$ cat src/hw/rtl/conv3x3_line_buffer_filter_macros.svh
// Assertion macros for the 3x3 line buffer filter.
`ifndef CONV3X3_LINE_BUFFER_FILTER_MACROS_SVH
`define CONV3X3_LINE_BUFFER_FILTER_MACROS_SVH
`ifndef SYNTH
// same-cycle implication, sampled on clk, off while rst_n is low
`define C3LB_ASSERT_IMP(label, a, b) \
    label: assert property (@(posedge clk) disable iff (!rst_n) (a) |-> (b)) \
        else $error("c3lb: implication check failed");
// next-cycle implication
`define C3LB_ASSERT_NXT(label, a, b) \
    label: assert property (@(posedge clk) disable iff (!rst_n) (a) |=> (b)) \
        else $error("c3lb: next-cycle check failed");
`else
`define C3LB_ASSERT_IMP(label, a, b)
`define C3LB_ASSERT_NXT(label, a, b)
`endif
`endif

$ cat src/hw/rtl/c3lb_pkg.sv
// Shared constants, register codes and queue entry types of the 3x3 line buffer filter.
package c3lb_pkg;

    localparam int PIX_W          = 8;
    localparam int OUT_W          = 20;
    localparam int CAP_HIGH       = 255;
    localparam int TAPS           = 3;

    localparam int DEF_MAX_WIDTH  = 1024;
    localparam int DEF_MAX_HEIGHT = 1024;
    localparam int DEF_COEF_BITS  = 8;

    localparam int RST_FRAME_WIDTH  = 640;
    localparam int RST_FRAME_HEIGHT = 480;
    localparam int MIN_DIM          = 3;
    // reset coefficient rows: top {0,1,0}, mid {1,-4,0}, bot {1,0,0}
    localparam logic [63:0] RST_COEF_TOP = 64'd256;
    localparam logic [63:0] RST_COEF_MID = 64'd64513;
    localparam logic [63:0] RST_COEF_BOT = 64'd1;

    localparam int CFG_IDX_W = 3;

    typedef enum logic [CFG_IDX_W-1:0] {
        REG_FRAME_WIDTH  = 3'd0,
        REG_FRAME_HEIGHT = 3'd1,
        REG_COEF_TOP     = 3'd2,
        REG_COEF_MID     = 3'd3,
        REG_COEF_BOT     = 3'd4
    } c3lb_reg_t;

    localparam int Q_DEPTH = 4;
    localparam int Q_PTR_W = 2;
    localparam int Q_CNT_W = 3;

    typedef struct packed {
        logic produce;   // interior pixel: a result follows
        logic last;      // final interior pixel of the frame
    } c3lb_tag_t;

    typedef struct packed {
        logic [PIX_W-1:0] top;
        logic [PIX_W-1:0] mid;
        logic [PIX_W-1:0] bot;
        c3lb_tag_t        tag;
    } c3lb_entry_t;

endpackage

$ cat src/hw/rtl/c3lb_queue.sv
// Short FIFO of window columns between front and back.
module c3lb_queue (
    input  logic                         clk,
    input  logic                         rst_n,
    input  logic                         push,
    input  c3lb_pkg::c3lb_entry_t        push_entry,
    input  logic                         pop,
    output c3lb_pkg::c3lb_entry_t        pop_entry,
    output logic                         q_valid,
    output logic [c3lb_pkg::Q_CNT_W-1:0] count
);
    import c3lb_pkg::*;

    c3lb_entry_t        slot_reg [Q_DEPTH];
    logic [Q_PTR_W-1:0] wr_ptr_reg;
    logic [Q_PTR_W-1:0] rd_ptr_reg;
    logic [Q_CNT_W-1:0] count_reg;

    always_ff @(posedge clk or negedge rst_n)
    begin
        if (!rst_n)
        begin
            wr_ptr_reg <= '0;
            rd_ptr_reg <= '0;
            count_reg  <= '0;
        end
        else
        begin
            if (push)
            begin
                wr_ptr_reg <= wr_ptr_reg + Q_PTR_W'(1);
            end
            if (pop)
            begin
                rd_ptr_reg <= rd_ptr_reg + Q_PTR_W'(1);
            end
            case ({push, pop})
                2'b10:   count_reg <= count_reg + Q_CNT_W'(1);
                2'b01:   count_reg <= count_reg - Q_CNT_W'(1);
                default: count_reg <= count_reg;
            endcase
        end
    end

    always_ff @(posedge clk)
    begin
        if (push)
        begin
            slot_reg[wr_ptr_reg] <= push_entry;
        end
    end

    assign pop_entry = slot_reg[rd_ptr_reg];
    assign q_valid   = count_reg != '0;
    assign count     = count_reg;

endmodule

$ cat config.mk
export PLATFORM = sky130hd
export DESIGN_NAME = c3lb_queue
export DESIGN_NICKNAME = d
export VERILOG_FILES = /design/src/hw/rtl/conv3x3_line_buffer_filter_macros.svh /design/src/hw/rtl/c3lb_pkg.sv /design/src/hw/rtl/c3lb_queue.sv
export SDC_FILE = /design/constraint.sdc
export NUM_CORES = 1
export LEC_CHECK = 0
export ABC_CLOCK_PERIOD_IN_PS = 1890
export BUFFER_PORTS_ARGS = -buffer_cell sky130_fd_sc_hd__buf_4
export CORE_UTILIZATION = 51
export DETAILED_ROUTE_END_ITERATION = 8
export HOLD_SLACK_MARGIN = 0.08
export PLACE_DENSITY_LB_ADDON = 0.1
export SETUP_SLACK_MARGIN = 0.3
export SYNTH_ARGS = -nofsm -noshare
export SYNTH_HDL_FRONTEND = slang
export SYNTH_SLANG_ARGS = --single-unit
$ cat constraint.sdc
create_clock -name clk -period 1.89 [get_ports clk]
set_clock_uncertainty 0.1 [all_clocks]
set_input_delay 0.189 -clock clk [delete_from_list [all_inputs] [get_ports clk]]
set_output_delay 0.189 -clock clk [all_outputs]
set_load 0.005 [all_outputs]
==> flow_summary.toml <==
[status]
outcome = "complete, but fails checks"
violations = "negative setup slack"

[sta]
fmax_mhz = 502
fin_hold_ws_ns = 0.0963
rsz0062_at_grt = "true"
timing.final.crit_share_pct = 105
finalCriticalPeriod_ns = 1.99
maxSlewHeadroom_pct = 75.7
finalMaxSlewViolations = 0
final_hold_viol_count = 0
fin_ws_ns = -0.103
worstMarginPinSlew_ns = 0.364
finalSetupViolCount = 23

[job]
maxCapViolations = 0

[layout]
diodes = 0
nNetsFinal = 318
area_growth_pct = 31.2
layout.cells.non_filler = 389
finish.utilization_pct = 69.9
final_layout_size_suffix_gt1_share_pct = 44.6
largest_reg_flops = 104
fin_area_mm2 = 0.00549

[synthesis]
ys_seq_area_share_pct = 78.8
synth_seq_cells = 111
netlist_area_mm2 = 0.00419
yosys.cell_types.count = 18
yosysMostFrequentCell = "edfxtp_1"
netlist.area_leader.share_pct = 74.6
ys_warn_count = 0
yosys.area.top_type = "edfxtp_1"
ys.flop_type = "edfxtp_1"
netlist_instances = 168
async_flop_share_pct = 6.31
synth_edf_count = 104
synth_nets = 204
ys_top_cells_by_area = "edfxtp_1, mux4_2, mux4_1, dfrtp_1, ha_1"
syn_area_per_cell_um2 = 24.9
synth_common_cells = "edfxtp_1, mux4_2, mux4_1, dfrtp_1, ha_1"

[setup_path]
crit_path_end_kind = "output pin"
r2r_end = "count[2]$_DFFE_PN0P_"
r2r_start = "count[0]$_DFFE_PN0P_"
crit_path_start_kind = "flip-flop"
rrSetupSlack_ns = 0.37
crit_required_ns = 1.60
criticalPathCategory = "flip-flop to output pin"
worst_ep_arrival_time_ns = 1.70
reg2reg_depth = 5
worst-path-max-fanout = 6

[die]
core-area_mm2 = 0.00785
num_io_pins = 60
die-area_mm2 = 0.00857
die_h_um = 92.6
die_x_um = 92.6
row_count = 32
initial_core_util_pct = 53.3

[clocking]
cts.sinks = 111
htree_levels = 3
clk_pin_slew_ns = 0.10
cts_max_path_buffers = 2
root_buffer = "clkbuf_8"
cts_tree = "yes"
cts_buffers = 9
clock_latency_ns = 0.35

[placement]
gp_congestion = 0.644
dp_cells = 335
dp_hpwl_um = 4370
io_buffer_count = 59
place_area_mm2 = 0.00480

[pwr]
max-vdd-ir-drop_mv = 0.756
p_leak_nw = 1.99
p_total_mw = 7.83
p_per_area_mw_per_mm2 = 1430

[route]
vias_per_cell = 5.13
routed_wl_um = 7110
drc = 0
dr.pass1.iters = 4
drtIter0Drc = 86
vias = 1997
wl_per_cell_um = 18.3
drtAntennaViolNets = 0

[global_route]
grt_first_pass_wirelength_um = 10900
grt_usage_pct = 17.7
overflow = 0
grt_max_degree = 22
grt_pass1_vias = 2277
antenna_found_initial = 0

[hold_path]
hp-start = "pop"
min_path_cells = 3
whs_endpoint = "count[0]$_DFFE_PN0P_"
worst_hold_path_type = "input port to flip-flop"
through the flow:
step / setup TNS (ns) / setup WS (ns)
6_report: -1.26 / -0.103
5_1_grt: -3.25 / -0.174
4_1_cts: -2.10 / -0.125
3_5_place_dp: 0 / 0.272
3_3_place_gp: 0 / 0.298
2_1_floorplan: 0 / 0.400
worst max path at each step:
| stage | start | end | slack (ns) | depth (start not counted) |
|---|---|---|---|---|
| floorplan | wr_ptr_reg[0]$_DFFE_PN0P_ | slot_reg[0][0]$_DFFE_PP_ | 0.40 | 3 |
| global placement | rd_ptr_reg[0]$_DFFE_PN0P_ | pop_entry[6] | 0.30 | 3 |
| detailed placement | rd_ptr_reg[0]$_DFFE_PN0P_ | pop_entry[6] | 0.27 | 3 |
| CTS | rd_ptr_reg[0]$_DFFE_PN0P_ | pop_entry[6] | -0.12 | 3 |
| global route | rd_ptr_reg[0]$_DFFE_PN0P_ | pop_entry[21] | -0.17 | 4 |
| finish | rd_ptr_reg[0]$_DFFE_PN0P_ | pop_entry[18] | -0.10 | 4 |
what timing repair did:
action                                  in CTS  in global routing
pin swaps                                    0                  3
gates cloned                                 0                  2
endpoints found under the setup margin      27                 28
resized for setup                           15                 20
hold endpoints to repair                   115                  0
buffers inserted                             5                  1
hold buffers                                30                  0
cells by family after synthesis:
logic type,count (synthesis),share of synthesized area (%)
AOI/OAI and AO/OA,1,0.119
adders and majority gates,6,1.97
muxes,27,15.0
buffers and inverters,9,1.85
and+or+nand+nor,8,1.02
DFF,111,78.8
xor gates and xnor gates,6,1.26
cell type report:
type,instances,area (um^2)
tap,102,128
timing repair buffer,109,1040
multi-input combinational,48,787
clock inverter,7,103
fill,530,2360
sequential,111,3300
clock buffer,9,124
inverter,3,11.3
worst max-delay path, stage by stage, from the launching register on:
cell     delay, ns
dfrtp_2       0.43
buf_4         0.13
buf_8         0.12
mux4_2        0.51
buf_4         0.15
per-layer routing:
layer | vias up | global-route usage (%) | part of all wire (%) | routed length (um)
li1 | 917 | - | - | -
met1 | 1019 | 20.5 | 41 | 2890
met3 | 8 | 3.37 | 2.8 | 201
met2 | 53 | 32.3 | 55 | 3940
met5 | - | 0 | 0 | 0
met4 | 0 | 6.90 | 1.1 | 80
where the power goes:
group	internal, mW	total (mW)	switching [mW]	leakage, nW
Combinational	1.76	2.90	1.14	0.833
Clock	0.766	1.54	0.779	0.116
Sequential	3.23	3.39	0.157	1.04
cells in the final DEF (no fill, tap or decap), drive strengths merged:
| cell type | n |
|---|---|
| edfxtp | 104 |
| buf | 78 |
| dlygate4sd3 | 30 |
| mux4 | 26 |
| clkbuf | 10 |
| dfrtp | 7 |
| inv | 6 |
| ha | 5 |
| and2 | 4 |
| xnor2 | 3 |
| xor2 | 3 |
| nand2 | 2 |
| bufinv | 2 |
| clkinv | 2 |
| or3 | 1 |
| mux2 | 1 |
| o21ai | 1 |
| nor2 | 1 |
| fa | 1 |
Note: power is estimated with default switching activity, not from simulation.
