--- src/hw/rtl/conv3x3_line_buffer_filter_macros.svh ---
// Assertion macros for the 3x3 line buffer filter.
`ifndef CONV3X3_LINE_BUFFER_FILTER_MACROS_SVH
`define CONV3X3_LINE_BUFFER_FILTER_MACROS_SVH
`ifndef SYNTH
// same-cycle implication, sampled on clk, off while rst_n is low
`define C3LB_ASSERT_IMP(label, a, b) \
    label: assert property (@(posedge clk) disable iff (!rst_n) (a) |-> (b)) \
        else $error("c3lb: implication check failed");
// next-cycle implication
`define C3LB_ASSERT_NXT(label, a, b) \
    label: assert property (@(posedge clk) disable iff (!rst_n) (a) |=> (b)) \
        else $error("c3lb: next-cycle check failed");
`else
`define C3LB_ASSERT_IMP(label, a, b)
`define C3LB_ASSERT_NXT(label, a, b)
`endif
`endif

--- src/hw/rtl/c3lb_pkg.sv ---
// Shared constants, register codes and queue entry types of the 3x3 line buffer filter.
package c3lb_pkg;

    localparam int PIX_W          = 8;
    localparam int OUT_W          = 20;
    localparam int CAP_HIGH       = 255;
    localparam int TAPS           = 3;

    localparam int DEF_MAX_WIDTH  = 1024;
    localparam int DEF_MAX_HEIGHT = 1024;
    localparam int DEF_COEF_BITS  = 8;

    localparam int RST_FRAME_WIDTH  = 640;
    localparam int RST_FRAME_HEIGHT = 480;
    localparam int MIN_DIM          = 3;
    // reset coefficient rows: top {0,1,0}, mid {1,-4,0}, bot {1,0,0}
    localparam logic [63:0] RST_COEF_TOP = 64'd256;
    localparam logic [63:0] RST_COEF_MID = 64'd64513;
    localparam logic [63:0] RST_COEF_BOT = 64'd1;

    localparam int CFG_IDX_W = 3;

    typedef enum logic [CFG_IDX_W-1:0] {
        REG_FRAME_WIDTH  = 3'd0,
        REG_FRAME_HEIGHT = 3'd1,
        REG_COEF_TOP     = 3'd2,
        REG_COEF_MID     = 3'd3,
        REG_COEF_BOT     = 3'd4
    } c3lb_reg_t;

    localparam int Q_DEPTH = 4;
    localparam int Q_PTR_W = 2;
    localparam int Q_CNT_W = 3;

    typedef struct packed {
        logic produce;   // interior pixel: a result follows
        logic last;      // final interior pixel of the frame
    } c3lb_tag_t;

    typedef struct packed {
        logic [PIX_W-1:0] top;
        logic [PIX_W-1:0] mid;
        logic [PIX_W-1:0] bot;
        c3lb_tag_t        tag;
    } c3lb_entry_t;

endpackage

--- src/hw/rtl/c3lb_back.sv ---
// Back end: 3x3 window, products, row sums, negate and cap, output register.
module c3lb_back #(
    parameter int COEF_BITS = c3lb_pkg::DEF_COEF_BITS,
    localparam int CW = 3 * COEF_BITS
) (
    input  logic                              clk,
    input  logic                              rst_n,
    input  logic [CW-1:0]                     coef_top,
    input  logic [CW-1:0]                     coef_mid,
    input  logic [CW-1:0]                     coef_bot,
    input  logic                              restart,
    input  logic                              q_valid,
    input  c3lb_pkg::c3lb_entry_t             q_entry,
    output logic                              pop,
    output logic signed [c3lb_pkg::OUT_W-1:0] filtered,
    output logic                              differs,
    output logic                              frame_changed,
    output logic                              last,
    output logic                              out_valid,
    input  logic                              out_ready
);
    import c3lb_pkg::*;

    localparam int PROD_W = PIX_W + 1 + COEF_BITS;
    localparam int RS_W   = PROD_W + 2;
    localparam int SUM_W  = PROD_W + 4;
    localparam int ACC_W  = (SUM_W > OUT_W) ? SUM_W : OUT_W;

    logic [PIX_W-1:0]         win_reg  [TAPS][TAPS];
    logic [CW-1:0]            coef_row [TAPS];
    logic signed [COEF_BITS-1:0] coef  [TAPS][TAPS];
    logic signed [PROD_W-1:0] prod_next [TAPS][TAPS];
    logic signed [PROD_W-1:0] prod_reg  [TAPS][TAPS];
    logic signed [RS_W-1:0]   rsum_reg  [TAPS];

    logic v1_reg, v2_reg, v3_reg, v4_reg;
    logic last1_reg, last2_reg, last3_reg;
    logic [PIX_W-1:0] center2_reg, center3_reg;
    logic any_changed_reg;
    logic signed [OUT_W-1:0] filtered_reg;
    logic differs_reg, frame_changed_reg, last_reg;

    logic free1, free2, free3, free4;
    logic signed [ACC_W-1:0] neg_sum;
    logic signed [ACC_W-1:0] capped;
    logic signed [ACC_W-1:0] center_ext;
    logic diff;
    logic any_next;

    // a stage loads when empty or when its item moves on
    assign free4 = !v4_reg || out_ready;
    assign free3 = !v3_reg || free4;
    assign free2 = !v2_reg || free3;
    assign free1 = !v1_reg || free2;
    assign pop   = q_valid && free1;

    assign coef_row[0] = coef_top;
    assign coef_row[1] = coef_mid;
    assign coef_row[2] = coef_bot;

    always_comb
    begin
        for (int i = 0; i < TAPS; i++)
        begin
            for (int j = 0; j < TAPS; j++)
            begin
                coef[i][j]      = $signed(coef_row[i][j*COEF_BITS +: COEF_BITS]);
                prod_next[i][j] = PROD_W'($signed({1'b0, win_reg[i][j]}))
                                  * PROD_W'(coef[i][j]);
            end
        end
    end

    always_comb
    begin
        neg_sum    = -(ACC_W'(rsum_reg[0]) + ACC_W'(rsum_reg[1]) + ACC_W'(rsum_reg[2]));
        capped     = (neg_sum > ACC_W'(CAP_HIGH)) ? ACC_W'(CAP_HIGH) : neg_sum;
        center_ext = $signed(ACC_W'({1'b0, center3_reg}));
        diff       = capped != center_ext;
        any_next   = any_changed_reg || diff;
    end

    // window shifts on every item, border pixels included
    always_ff @(posedge clk or negedge rst_n)
    begin
        if (!rst_n)
        begin
            for (int i = 0; i < TAPS; i++)
            begin
                for (int j = 0; j < TAPS; j++)
                begin
                    win_reg[i][j] <= '0;
                end
            end
        end
        else if (pop)
        begin
            for (int i = 0; i < TAPS; i++)
            begin
                win_reg[i][0] <= win_reg[i][1];
                win_reg[i][1] <= win_reg[i][2];
            end
            win_reg[0][2] <= q_entry.top;
            win_reg[1][2] <= q_entry.mid;
            win_reg[2][2] <= q_entry.bot;
        end
    end

    always_ff @(posedge clk or negedge rst_n)
    begin
        if (!rst_n)
        begin
            v1_reg          <= 1'b0;
            v2_reg          <= 1'b0;
            v3_reg          <= 1'b0;
            v4_reg          <= 1'b0;
            any_changed_reg <= 1'b0;
        end
        else
        begin
            if (free1)
            begin
                v1_reg <= pop && q_entry.tag.produce;
            end
            if (free2)
            begin
                v2_reg <= v1_reg;
            end
            if (free3)
            begin
                v3_reg <= v2_reg;
            end
            if (free4)
            begin
                v4_reg <= v3_reg;
            end
            if (restart)
            begin
                any_changed_reg <= 1'b0;
            end
            else if (free4 && v3_reg)
            begin
                any_changed_reg <= last3_reg ? 1'b0 : any_next;
            end
        end
    end

    always_ff @(posedge clk)
    begin
        if (pop)
        begin
            last1_reg <= q_entry.tag.last;
        end
        if (free2 && v1_reg)
        begin
            prod_reg    <= prod_next;
            center2_reg <= win_reg[1][1];
            last2_reg   <= last1_reg;
        end
        if (free3 && v2_reg)
        begin
            for (int i = 0; i < TAPS; i++)
            begin
                rsum_reg[i] <= RS_W'(prod_reg[i][0]) + RS_W'(prod_reg[i][1])
                               + RS_W'(prod_reg[i][2]);
            end
            center3_reg <= center2_reg;
            last3_reg   <= last2_reg;
        end
        if (free4 && v3_reg)
        begin
            filtered_reg      <= capped[OUT_W-1:0];
            differs_reg       <= diff;
            frame_changed_reg <= last3_reg && any_next;
            last_reg          <= last3_reg;
        end
    end

    assign filtered      = filtered_reg;
    assign differs       = differs_reg;
    assign frame_changed = frame_changed_reg;
    assign last          = last_reg;
    assign out_valid     = v4_reg;

endmodule
--- config.mk ---
export PLATFORM = sky130hd
export DESIGN_NAME = c3lb_back
export DESIGN_NICKNAME = d
export VERILOG_FILES = /design/src/hw/rtl/conv3x3_line_buffer_filter_macros.svh /design/src/hw/rtl/c3lb_pkg.sv /design/src/hw/rtl/c3lb_back.sv
export SDC_FILE = /design/constraint.sdc
export NUM_CORES = 2
export LEC_CHECK = 0
export BUFFER_PORTS_ARGS = -buffer_cell sky130_fd_sc_hd__buf_4
export CELL_PAD_IN_SITES_DETAIL_PLACEMENT = 0
export CELL_PAD_IN_SITES_GLOBAL_PLACEMENT = 2
export CORE_MARGIN = 3
export CORE_UTILIZATION = 45
export DETAILED_ROUTE_END_ITERATION = 16
export PLACE_DENSITY_LB_ADDON = 0.1
export REMOVE_ABC_BUFFERS = 1
export SLEW_MARGIN = 20
export SYNTH_ARGS = -nofsm -noshare
export SYNTH_HDL_FRONTEND = slang
export SYNTH_SLANG_ARGS = --single-unit
--- constraint.sdc ---
create_clock -name clk -period 10.6 [get_ports clk]
set_input_delay 1.06 -clock clk [delete_from_list [all_inputs] [get_ports clk]]
set_output_delay 1.06 -clock clk [all_outputs]
set_load 0.02 [all_outputs]
==> results_dict.tcl <==
set metrics [dict create \
    status "finished clean" \
    synth_compound_area_share_pct 5.73 \
    worstRegToRegCells 18 \
    initial_core_util_pct 45.5 \
    synth.avg_cell_area_um2 10.5 \
    synth_xor_area_share_pct 3.52 \
    min_period_ns 5.29 \
    place.gp.congestion 0.839 \
    synthArstFlopShare_pct 23.4 \
    portBuffers 127 \
    core_um2 76100 \
    first_pass_iters 5 \
    yosys_most_used_dff "edfxtp_1" \
    dp_hpwl_um 61700 \
    die-area_um2 80300 \
    rsz0062_at_grt "no" \
    hold_path_depth 0 \
    grt_max_degree 69 \
    ys_seq_area_share_pct 27.4 \
    tightest_slew_ns 0.897 \
    insertion_delay_ns 0.57 \
    met2_length_um 36300 \
    wl_um 75900 \
    cts_root_buf "clkbuf_16" \
    synthSimpleGateAreaFrac_pct 12.9 \
    syn_to_final_growth_pct 10.0 \
    drt_iter0_drc 1005 \
    fin_nets 4399 \
    final_max_slew_viol_count 0 \
    viasPerCell 5.05 \
    relSlewSlack_pct 40.2 \
    hp-start "last2_reg" \
    post-cts-setup-buffers 0 \
    cts.htree.levels 2 \
    top_layer_used "met4" \
    num_rows 101 \
    maxCapViolCount 0 \
    netlist_instances 3285 \
    synthDistinctLibCells 58 \
    clk_path_buf_depth 3 \
    die_w_um 283 \
    start_kind "flip-flop" \
    place_ws_ns 4.92 \
    path_clk_slew_ns 0.06 \
    largest_register_ffs 153 \
    crit_start "win_reg[37]" \
    synth_area_um2 34600 \
    io-pin-count 128 \
    grt_overflow 0 \
    netlist.area_leader.share_pct 23.5 \
    crit_fanout 11 \
    post-route-period-util_pct 49.9 \
    met3_length_um 2950 \
    cts_tree "done" \
    nFillCells 7096 \
    grt_pass1_wl_um 125000 \
    diodes 0 \
    wl_met1_um 35500 \
    setup_viol 0 \
    totalNegativeSetupSlack_ns 0 \
    final-hold-violation-count 0 \
    ys_seq_elements 329 \
    skew_ns 0.0155 \
    drc_errors 0 \
    worst_setup_path_end_kind "flip-flop" \
    synth_top_area_cell "fa_1" \
    ctsResizeCount 0 \
    synth_fa_ha_area_share_pct 40.8 \
    wl_per_cell_um 17.0 \
    synth.most_common_cell "inv_1" \
    max_freq_mhz 189 \
    drive_gt1_share_pct 8.45 \
    vias 22600 \
    hold_buffers 0 \
    synth_commonest_cells "inv_1, ha_1, fa_1, and2_1, nand2_1" \
    synth_edf_count 252 \
    grt_use_total_pct 19.4 \
    muxShareOfSynthArea_pct 2.37 \
    criticalPathCategory "flip-flop to flip-flop" \
    antenna_found_initial 1 \
    grt_pass1_vias 23900 \
    cts_sinks 329 \
    synth.area.top_cells "fa_1, edfxtp_1, ha_1, inv_1, dfrtp_1" \
    setup_slack_ns 5.31 \
    die_height_um 283 \
    crit_required_ns 10.89 \
    yosysWarnings 0 \
    hp-class "flip-flop to flip-flop" \
    cts_made_buffers 42 \
    worstPathArrival_ns 5.58 \
    crit-reg2reg-launch "win_reg[37]" \
    synth_top_family_by_area "adder cells" \
    hold_ws_ns 0.419 \
    drt.antenna.violating_nets 0 \
]
## routing by layer
layer / GRT usage, % / vias up
li1: - / 10800
met1: 27.3 / 11300
met2: 32.4 / 349
met3: 2.70 / 68
met4: 3.57 / 0
met5: 0 / -
## final timing paths
check | slack [ns] | end
worst min-delay path | 0.42 | last3_reg
max in group asynchronous | 9.02 | win_reg[24]
worst min register to register | 0.42 | last3_reg
worst max-delay path | 5.31 | prod_reg[84]
worst max register to register | 5.31 | prod_reg[84]
min in group asynchronous | 0.43 | win_reg[51]
## worst max-delay path, cell delays in order, from the launching register on
cell	delay, ns
dfrtp_1	0.74
nand2_1	0.18
fa_1	0.54
fa_1	0.55
inv_1	0.05
fa_1	0.50
inv_1	0.06
fa_1	0.48
inv_1	0.04
ha_1	0.31
o21ai_0	0.13
a21boi_0	0.25
o21ai_0	0.13
a21boi_0	0.25
o21ai_0	0.14
a21boi_0	0.24
o21ai_0	0.14
a21oi_1	0.18
xnor2_1	0.11
## metrics by stage
| step | cell area [um^2] | std cells | util, % |
|---|---|---|---|
| final | 38100 | 4475 | 50.0 |
| after global placement | 36700 | 4398 | 48.2 |
| after global routing | 38100 | 4475 | 50.0 |
| after CTS | 38100 | 4475 | 50.0 |
| after floorplan | 34400 | 3235 | - |
| after detailed placement | 36700 | 4398 | 48.2 |
## final cells by class
type | count | area, um^2 | share of cell area, %
Inverter | 615 | 2310 | 6.06
Tap cell | 1030 | 1290 | 3.38
Sequential cell | 329 | 9490 | 24.9
Clock buffer | 50 | 1100 | 2.90
Clock inverter | 27 | 265 | 0.697
Timing Repair Buffer | 133 | 998 | 2.62
Multi-Input combinational cell | 2291 | 22600 | 59.4
## kinds of logic (layout without fill, tap and decap cells)
kind of cell / count (synthesis) / in the layout
simple gates: 881 / 881
mux: 73 / 73
xor+xnor: 139 / 139
flops: 329 / 329
compound gates: 314 / 314
fa+ha+maj: 884 / 884
buf+inv: 665 / 825
## placed cells by master (no fill, tap or decap), drive strengths merged, types with 25 or more instances in the layout
cell	count
buf	133
ha	478
a21oi	87
o21ai	90
nand2	271
nor2	132
and2	301
a21o	27
xnor2	124
nand2b	64
inv	620
clkbuf	50
nor2b	26
edfxtp	252
nor3	25
mux2	72
a21boi	41
dfrtp	77
fa	406
Power is not shown: default switching activity piles up to over one toggle a cycle in this logic, so the estimate is an artifact.
